File: config.mk
export PLATFORM = sky130hd
export DESIGN_NAME = skc_ram
export DESIGN_NICKNAME = d
export VERILOG_FILES = /design/src/hdl/scalar_keyframe_curve_sampler_macros.svh /design/src/hdl/skc_ram.sv
export SDC_FILE = /design/constraint.sdc
export NUM_CORES = 2
export LEC_CHECK = 0
export BUFFER_PORTS_ARGS = -buffer_cell sky130_fd_sc_hd__buf_2
export CAP_MARGIN = 15
export CORE_ASPECT_RATIO = 0.9
export CORE_UTILIZATION = 35
export DETAILED_ROUTE_END_ITERATION = 10
export SLEW_MARGIN = 40
export SYNTH_ARGS = -nofsm -noshare
export SYNTH_HDL_FRONTEND = slang
export SYNTH_SLANG_ARGS = --single-unit
File: constraint.sdc
create_clock -name clk -period 8.67 [get_ports clk]
set_input_delay 1.3005 -clock clk [delete_from_list [all_inputs] [get_ports clk]]
set_output_delay 1.3005 -clock clk [all_outputs]
set_load 0.1 [all_outputs]
File: src/hdl/scalar_keyframe_curve_sampler_macros.svh
// ----------------------------------------------------------------------------
// Assertion macros for the keyframe curve sampler
// Concurrent checks that compile away when ASSERT_OFF is set.
// ----------------------------------------------------------------------------
`ifndef SCALAR_KEYFRAME_CURVE_SAMPLER_MACROS_SVH
`define SCALAR_KEYFRAME_CURVE_SAMPLER_MACROS_SVH
`ifndef ASSERT_OFF
// check a property outside reset
`define SKC_ASSERT(lbl, prop, msg) \
  lbl: assert property (@(posedge clk) disable iff (rst) prop) else $error(msg);
// check a property on every edge, reset included
`define SKC_ASSERT_ALWAYS(lbl, prop, msg) \
  lbl: assert property (@(posedge clk) prop) else $error(msg);
`else
`define SKC_ASSERT(lbl, prop, msg)
`define SKC_ASSERT_ALWAYS(lbl, prop, msg)
`endif
`endif

File: src/hdl/skc_ram.sv
// ----------------------------------------------------------------------------
// Generic simple dual-port RAM
// One write port, one read port with registered read data.
// ----------------------------------------------------------------------------
`timescale 1ns / 1ps
module skc_ram #(
  parameter int WIDTH = 32,
  parameter int DEPTH = 64
) (
  input  logic                     clk,
  input  logic                     we,
  input  logic [$clog2(DEPTH)-1:0] waddr,
  input  logic [WIDTH-1:0]         wdata,
  input  logic [$clog2(DEPTH)-1:0] raddr,
  output logic [WIDTH-1:0]         rdata
);
  logic [WIDTH-1:0] mem [DEPTH];

  // write and registered read
  always_ff @(posedge clk) begin
    if (we) begin
      mem[waddr] <= wdata;
    end
    rdata <= mem[raddr];
  end
endmodule

==> metrics.md <==
| Metric | Value |
|---|---|
| Status | `completed` |
| Syn avg cell area | `23.6 sq um` |
| Max-cap violation count | `0` |
| Count of cell types in the netlist | `34` |
| Relative slew slack | `39.7%` |
| PD cells | `230 nW/um^2` |
| CTS tree | `yes` |
| Critical path startpoint category | `input port` |
| Gr usage total | `17.8%` |
| DR vias/cell | `5.52` |
| Post-DP HPWL | `106000 um` |
| Final period util | `43.7%` |
| CP arrival | `4.48 ns` |
| Post-synth ARST share | `0%` |
| Post-layout min period | `3.79 ns` |
| Share of cells above drive strength 1 | `28.9%` |
| R2R Setup Slk | `6.40 ns` |
| Worst path required time | `9.35 ns` |
| Area growth syn-to-layout | `13.9%` |
| RSZ-0062 raised after global routing | `false` |
| Synth top area cells | `edfxtp_1 78%, mux4_2 16%, mux2i_1 1.2%` |
| CP cell instances | `buf_8, buf_12, mux4_2, mux2i_1, a21oi_1, a21oi_1, nor2_1` |
| Sink Count | `2080` |
| Dpl cells | `6309` |
| Global placement routability congestion | `0.750` |
| Reg2Reg Depth | `5` |
| Htree depth | `4` |
| Die area | `226000 sq um` |
| DR iter-0 viols | `4679` |
| Min-delay src | `mem[28][20]` |
| Slew @ Worst Pin | `0.905 ns` |
| Core region area | `222000 sq um` |
| Crit path max fanout | `83` |
| Final hold violations | `0` |
| Number of global-route vias before repair | `37200` |
| Crit-path most repeated cell | `a21oi_1` |
| Clock Path Buffers | `3` |
| Largest net degree at the start of global routing | `99` |
| Share of the synthesized area in the top cell type | `78.3%` |
| DR pass1 iterations | `5` |
| VDD IR max | `0.000234 V` |
| Fmax | `0.264 GHz` |
| Multi-input combinational cell area | `16000 sq um` |
| Post-Syn Area | `78500 sq um` |
| Critical path's largest stage delay | `0.63 ns` |
| Clk_skew | `0.0234 ns` |
| # rows | `164` |
| Die Ht | `451 um` |
| Wire per inst | `30.2 um` |
| I/O Buffers | `77` |
| Setup violations, final | `0` |
| Clock root buffer | `clkbuf_16` |
| Total Neg Setup Slack | `0 ns` |
| Slowest CP cell | `a21oi_1` |
| Global-route wire length before repair | `285000 um` |
| Starting Density | `35.3%` |
| Most frequent cells in the layout | `2048 x edfxtp_1, 544 x mux4_2, 193 x clkbuf_16` |
| Setup crit end kind | `register` |
| Net count, final | `3565` |
| Min-Delay Path Depth | `4` |
| Area occupied by registers | `62100 sq um` |
| Final WL | `202000 um` |
| Area leader, netlist | `edfxtp_1` |
| Drc violations | `0` |
| Count of final max-slew check failures | `0` |
| Clock transition at path regs | `0.06 ns` |
| FF+latch count, synth | `2080` |
| Syn Nets | `3370` |
| Reg2reg start | `mem[47][2]` |
| Worst Path Class, Setup | `input port to register` |
| Hold EP | `rdata[20]` |
| Clock latency on the worst-skew pair | `0.83 ns` |
| Main synth FF type | `edfxtp_1` |
| EDFF count, synth | `2048` |
| Die width | `501 um` |
| Initial antenna violation count | `14` |
| Routed Antenna Nets | `0` |
| R2r endpoint | `rdata[2]` |
| Ys Warns | `0` |
| I/O pin cnt | `78` |
| Postcts setup bufs | `0` |
| Worst hold-check path type | `register to register` |
| # resized after CTS | `0` |
| Fillcell total | `19400` |
| Grt ovf | `0` |
| Seq/Total Area, Yosys | `79.1%` |
| Leakage power | `27.3 nW` |
| Via count | `36800` |
| Hold-fix buffers, CTS | `0` |
| Cells after Synth | `3324` |
| Cts bufs inserted | `191` |
| Final Non-Filler Cells | `6679` |
| Most common cell after layout, fill and taps aside | `edfxtp_1` |
-- metal layers --
layer  GRT usage, %  wire [um]
met1           25.9      87400
met5              0          0
met3           2.96      14900
met4           3.84       3990
met2           27.9      95500
-- worst max-delay path by stage --
stage	from	cells after the start	end	slack [ns]
final	raddr[0]	7	rdata[2]	4.88
after floorplan	waddr[3]	4	mem[48][0]	4.21
after CTS	raddr[0]	7	rdata[2]	4.88
after detailed placement	raddr[0]	7	rdata[2]	3.97
after global placement	raddr[1]	7	rdata[18]	3.70
after global routing	raddr[0]	7	rdata[2]	4.78
-- area by class of cell --
class                           instances  area share, %
Antenna cell                           12         0.0336
Multi-Input combinational cell       1062           17.9
Tap cell                             2988           4.18
Clock buffer                          253           5.77
Timing Repair Buffer                  184           1.67
Sequential cell                      2080           69.5
Clock inverter                        100          0.957
-- power breakdown --
group	leakage, nW	total, W	internal, W	switching, W
sequential	18.7	0.0112	0.0111	0.0000493
combinational	5.65	0.00113	0.000366	0.000761
clock	2.95	0.00822	0.00454	0.00368
total	27.3	0.0205	0.0160	0.00449
-- synth_stat cells (7+ instances only) --
| cell | n |
|---|---|
| edfxtp_1 | 2048 |
| mux4_2 | 544 |
| nor2_1 | 137 |
| mux2i_1 | 93 |
| o22ai_1 | 84 |
| clkbuf_1 | 74 |
| a21oi_1 | 62 |
| buf_2 | 57 |
| dfxtp_1 | 32 |
| o221ai_1 | 27 |
| nand2_1 | 26 |
| buf_4 | 25 |
| buf_1 | 21 |
| nor2b_1 | 15 |
| a22oi_1 | 12 |
| a311oi_1 | 8 |
| nand2b_1 | 8 |
| nor3_1 | 7 |
-- metrics by stage --
step	utilization (%)	worst slack (ns)	power [W]	hold slack, ns	cell area, sq um
after floorplan	-	4.21	0.0121	0.663	78500
after global placement	37.4	3.70	0.0125	0.740	83100
after detailed placement	37.4	3.97	0.0125	0.739	83300
after CTS	40.1	4.88	0.0207	0.800	89300
after global routing	40.2	4.78	0.0211	0.840	89400
final	40.2	4.88	0.0205	0.788	89400
-- critical path: cells and delay by family --
family	cells	cell delay, ns
multiplexers	2	0.98
AO/OA/AOI/OAI	2	0.82
AND/OR/NAND/NOR	1	0.09
buffers and inverters	2	1.11
-- flip-flops by register name (all words and copies together), names as in the netlist --
name and flops:
mem 2048, rdata 32
-- kinds of logic (layout without fill, tap and decap cells) --
family / count (synthesis) / after routing / share of synthesized area (%)
simple gates: 223 / 223 / 1.27
other cells: 0 / 12 / 0
compound gates: 202 / 202 / 1.67
buf+inv: 182 / 537 / 1.13
mux: 637 / 637 / 16.8
flops: 2080 / 2080 / 79.1
Note: power is estimated with default switching activity, not from simulation.
