### src/hdl/scalar_keyframe_curve_sampler_macros.svh
// ----------------------------------------------------------------------------
// Assertion macros for the keyframe curve sampler
// Concurrent checks that compile away when ASSERT_OFF is set.
// ----------------------------------------------------------------------------
`ifndef SCALAR_KEYFRAME_CURVE_SAMPLER_MACROS_SVH
`define SCALAR_KEYFRAME_CURVE_SAMPLER_MACROS_SVH
`ifndef ASSERT_OFF
// check a property outside reset
`define SKC_ASSERT(lbl, prop, msg) \
  lbl: assert property (@(posedge clk) disable iff (rst) prop) else $error(msg);
// check a property on every edge, reset included
`define SKC_ASSERT_ALWAYS(lbl, prop, msg) \
  lbl: assert property (@(posedge clk) prop) else $error(msg);
`else
`define SKC_ASSERT(lbl, prop, msg)
`define SKC_ASSERT_ALWAYS(lbl, prop, msg)
`endif
`endif

### src/hdl/skc_pkg.sv
// ----------------------------------------------------------------------------
// Keyframe curve sampler package
// Sizes, codes and the key table entry layout.
// ----------------------------------------------------------------------------
`timescale 1ns / 1ps
package skc_pkg;
  localparam int KEY_DEPTH = 64;
  localparam int FRAC_BITS = 16;
  localparam int ADDR_W    = $clog2(KEY_DEPTH);
  localparam int CNT_W     = $clog2(KEY_DEPTH + 1);
  localparam int DATA_W    = 32;
  localparam int CFG_W     = 7;
  localparam int ENTRY_W   = 4 * DATA_W;
  localparam int QCNT_W    = $clog2(FRAC_BITS);
  localparam int T_W       = FRAC_BITS + 1;
  localparam int H_W       = FRAC_BITS + 4;
  localparam int MUL_W     = 40;
  localparam int DIG_W     = 8;
  localparam int MUL_STEPS = MUL_W / DIG_W;
  localparam int MCNT_W    = $clog2(MUL_STEPS);
  localparam int PROD_W    = 2 * MUL_W;
  localparam int ACC_W     = PROD_W + 2;

  localparam logic [H_W-1:0] ONE_H = H_W'(1) << FRAC_BITS;

  localparam logic       FUNC_LOAD   = 1'b0;
  localparam logic       FUNC_SAMPLE = 1'b1;

  localparam logic       REG_KEY_COUNT   = 1'b0;
  localparam logic       REG_INTERP_MODE = 1'b1;

  localparam logic [1:0] MODE_STEP    = 2'd0;
  localparam logic [1:0] MODE_LINEAR  = 2'd1;
  localparam logic [1:0] MODE_HERMITE = 2'd2;

  localparam logic [1:0] ST_OK    = 2'd0;
  localparam logic [1:0] ST_ORDER = 2'd1;
  localparam logic [1:0] ST_SAT   = 2'd2;

  typedef struct packed {
    logic [DATA_W-1:0] out_slope;
    logic [DATA_W-1:0] in_slope;
    logic [DATA_W-1:0] value;
    logic [DATA_W-1:0] ktime;
  } key_entry_t;
endpackage

### src/hdl/skc_mul.sv
// ----------------------------------------------------------------------------
// Sequential signed multiplier
// Multiplies two signed words one 8-bit digit of the second per cycle.
// ----------------------------------------------------------------------------
`timescale 1ns / 1ps
module skc_mul (
  input  logic                              clk,
  input  logic                              rst,
  input  logic                              start,
  input  logic signed [skc_pkg::MUL_W-1:0]  a,
  input  logic signed [skc_pkg::MUL_W-1:0]  b,
  output logic                              done,
  output logic signed [skc_pkg::PROD_W-1:0] p
);
  import skc_pkg::*;

  logic                     busy;
  logic [MCNT_W-1:0]        cnt;
  logic signed [PROD_W-1:0] a_sh;
  logic signed [PROD_W-1:0] acc;
  logic [MUL_W-1:0]         b_sh;
  logic                     last;
  logic signed [DIG_W:0]    dig;
  logic signed [PROD_W-1:0] pp;

  // lower digits are unsigned, the top digit carries the sign
  assign last = (cnt == MCNT_W'(MUL_STEPS - 1));
  assign dig  = last ? $signed({b_sh[DIG_W-1], b_sh[DIG_W-1:0]})
                     : $signed({1'b0, b_sh[DIG_W-1:0]});
  assign pp   = a_sh * dig;
  assign p    = acc;

  // accumulate one partial product a cycle
  always_ff @(posedge clk) begin
    done <= 1'b0;
    if (start) begin
      a_sh <= PROD_W'(a);
      b_sh <= b;
      acc  <= '0;
      cnt  <= '0;
      busy <= 1'b1;
    end else if (busy) begin
      acc  <= acc + pp;
      a_sh <= a_sh <<< DIG_W;
      b_sh <= b_sh >> DIG_W;
      cnt  <= cnt + 1'b1;
      if (last) begin
        busy <= 1'b0;
        done <= 1'b1;
      end
    end
    if (rst) begin
      busy <= 1'b0;
      done <= 1'b0;
    end
  end
endmodule

### config.mk
export PLATFORM = sky130hd
export DESIGN_NAME = skc_mul
export DESIGN_NICKNAME = d
export VERILOG_FILES = /design/src/hdl/scalar_keyframe_curve_sampler_macros.svh /design/src/hdl/skc_pkg.sv /design/src/hdl/skc_mul.sv
export SDC_FILE = /design/constraint.sdc
export NUM_CORES = 2
export LEC_CHECK = 0
export BUFFER_PORTS_ARGS = -buffer_cell sky130_fd_sc_hd__buf_4
export CORE_MARGIN = 2
export CORE_UTILIZATION = 30
export CTS_CLUSTER_SIZE = 14
export DETAILED_ROUTE_END_ITERATION = 10
export GPL_TIMING_DRIVEN = 0
export PLACE_DENSITY = 0.53
export SETUP_SLACK_MARGIN = 0.5
export SYNTH_ARGS = -nofsm -noshare
export SYNTH_HDL_FRONTEND = slang
export SYNTH_SLANG_ARGS = --single-unit
### constraint.sdc
create_clock -name clk -period 7.8 [get_ports clk]
set_input_delay 0 -clock clk [delete_from_list [all_inputs] [get_ports clk]]
set_output_delay 0 -clock clk [all_outputs]
set_load 0.005 [all_outputs]
==> flow_summary.ini <==
[outcome]
outcome = complete, but fails checks
violations = capacitance limit

[routing]
routed_wl_um = 106000
num_vias = 24683
postRouteAntennaNets = 0
drt_iter0_markers = 1507
viasPerCell = 4.77
firstDrtPassIters = 5
drc = 0
avgRoutedWirePerCell_um = 20.5

[global_routing]
antenna_found_initial = 3
grt_overflow_total = 0
grt_pass1_vias = 26297
grt_max_degree = 80
grt_usage_pct = 19.9
grt_pass1_wl_um = 164000

[setup_path]
critPathMostFrequentCell = fa_1
slowest_delay_ns = 0.61
crit_chain = clkbuf_2 > clkbuf_2 > and2_1 > fa_1 > inv_1 > fa_1 > fa_1 > fa_1 > fa_1 > inv_1 > ha_1 > clkbuf_2 > and4_1 > and3_1 > nand4_1 > or3_4 > o32a_1 > o2111ai_1 > o211ai_1 > o31a_1 > or4_1 > o211ai_1
critPathMaxFanout = 10
cp-start-kind = flip-flop
crit_arrival_ns = 7.66
path_buf_inv = 5
required_ns = 8.34
cp-end-kind = flip-flop
critical_path_class = reg2reg
critPathTopFamily = adder cells
cpMaxStageDelayCell = fa_1

[floorplanning]
ios = 164
core-area_sq_mm = 0.106
die_h_um = 331
fp.dieW_um = 331
placementRows = 119
start_util_pct = 30.3
dieArea_sq_mm = 0.109

[cts]
cts_sinks = 205
htree_levels = 1
clock_latency_ns = 0.62
cts_made_buffers = 29
cts_max_path_buffers = 3
clockRootBuffer = clkbuf_16
cts_tree = built
path_clk_slew_ns = 0.06

[place]
placed_cell_area_sq_mm = 0.0351
pre_cts_slack_ns = -0.916
numPortBuffers = 163
dp_hpwl_um = 85000
place_congestion = 0.889
post-place-cells = 5031

[synthesis]
ys_warn_count = 0
netlist_area_sq_mm = 0.0321
synthFlopType = edfxtp_1
ys_top_cells_by_area = fa_1 37%, edfxtp_1 11%, inv_1 8.2%, and2_1 7.2%, ha_1 6.8%
yosysTopAreaCellShare_pct = 36.9
synth-edff-count = 120
seq_area_frac_synth_pct = 16.5
syn_nets = 4322
synth_top_area_cell = fa_1
syn_inst = 3475
ys_seq_elements = 205
synth-async-reset-ratio_pct = 0
synth.distinct_cells = 74
avgSynthCellArea_sq_um = 9.23

[sta]
setup_violations = 0
fin_crit_sh_pct = 91.4
timing.clock.skew_ns = 0.0186
worst_slew_margin_rel_pct = 0.799
final-hold-violation-count = 0
slew_viol_final = 0
min_period_ns = 7.13
setup_tns_ns = 0
worst_pin_slew_ns = 1.48
setup_slack_ns = 0.673
max_freq_mhz = 140
rsz0062_at_grt = yes

[finish]
syn_to_final_growth_pct = 16.6
nets = 4611
fillers = 10908
fin_area_sq_mm = 0.0374
fin_cells = 5179
layout-drive-gt1-share_pct = 10.7

[run]
cap_violations = 1

[worst_hold_path]
min_path_type = in2reg
## through the flow
step                      utilization, %  hold slack (ns)
after floorplan                        -           0.0724
after global placement              33.1            0.184
after detailed placement            33.2            0.180
after CTS                           35.2           0.0953
after global routing                35.4            0.128
final                               35.4            0.129
## worst paths after layout
kind                            slack [ns]  cells past startpoint                  to                from
worst max-delay path                  0.67                     22  p[76]$_SDFFE_PP0P_   b_sh[6]$_DFFE_PP_
worst min-delay path                  0.13                      3     done$_SDFF_PP0_                 rst
worst max register to register        0.67                     22  p[76]$_SDFFE_PP0P_   b_sh[6]$_DFFE_PP_
worst min register to register        0.50                      2  p[12]$_SDFFE_PP0P_  p[12]$_SDFFE_PP0P_
## layout make-up
class                   instances  area, sq um  area share, %
diodes                          1         2.50        0.00669
plain buffers                 219         1030           2.76
clock buffers                  33          741           1.98
clock inverters                21          333          0.890
inverters                     698         2630           7.02
multi-input cells            2353        23400           62.7
flip-flops and latches        205         5310           14.2
well taps                    1391         1740           4.65
repair buffers                258         2180           5.84
## registers in the layout (all words and copies together) (netlist names)
| signal | cells |
|---|---|
| done | 1 |
| p | 80 |
| cnt | 3 |
| b_sh | 40 |
| busy | 1 |
| a_sh | 80 |
## cells by family (layout without fill, tap and decap cells)
| group | Yosys count | count (layout) | synth area share [%] |
|---|---|---|---|
| simple gates | 1029 | 1029 | 15.8 |
| buf+inv | 917 | 1229 | 10.8 |
| fa+ha+maj | 764 | 764 | 43.7 |
| compound gates | 375 | 375 | 7.49 |
| flops | 205 | 205 | 16.5 |
| mux | 99 | 99 | 3.34 |
| xor+xnor | 86 | 86 | 2.35 |
| other cells | 0 | 1 | 0 |
## synthesized netlist by cell type (11+ instances only)
library cell  number
xnor2_1           59
edfxtp_1         120
dfxtp_1           85
a211oi_1          15
mux2_2            63
ha_1             173
o211ai_1          11
nand3_1           22
clkbuf_1         143
xor2_1            27
mux2i_1           36
nor3_1            16
nand2_1          381
a31oi_1           11
a21o_1            49
nor2_1           170
a21oi_1           91
buf_1             59
o21ai_0          110
inv_1            697
o21bai_1          17
and2_1           370
fa_1             591
buf_2             15
nand4_1           30
## cell usage in the layout (no fill, tap or decap), types with 57 or more instances in the layout
| master | n |
|---|---|
| nor2_1 | 169 |
| inv_1 | 696 |
| xnor2_1 | 59 |
| nand2_1 | 381 |
| a21oi_1 | 89 |
| buf_1 | 57 |
| o21ai_0 | 108 |
| mux2_2 | 63 |
| and2_1 | 370 |
| fa_1 | 591 |
| clkbuf_1 | 76 |
| buf_4 | 177 |
| dfxtp_1 | 85 |
| ha_1 | 171 |
| edfxtp_1 | 120 |
| dlygate4sd3_1 | 82 |
## timing repair
| action | CTS | global route |
|---|---|---|
| hold buffers | 82 | 0 |
| gates resized for setup | 82 | 84 |
| endpoints found under the hold margin | 87 | 0 |
| buffers inserted | 7 | 4 |
| pin swaps | 4 | 5 |
| endpoints found under the setup margin | 50 | 24 |
## tightest hold or removal path: cells and delay by family
kind / cells / cell delay [ns]
buffers and inverters: 2 / 0.66
AND/OR/NAND/NOR: 1 / 0.04
## routing by layer
metal	track usage (%)	wire length, um	up-vias
met5	0	0	-
met4	6.72	4070	0
met3	2.97	6710	161
met2	33.0	50000	719
met1	26.4	45200	12573
li1	-	-	11230
Power is not shown: default switching activity piles up to over one toggle a cycle in this logic, so the estimate is an artifact.
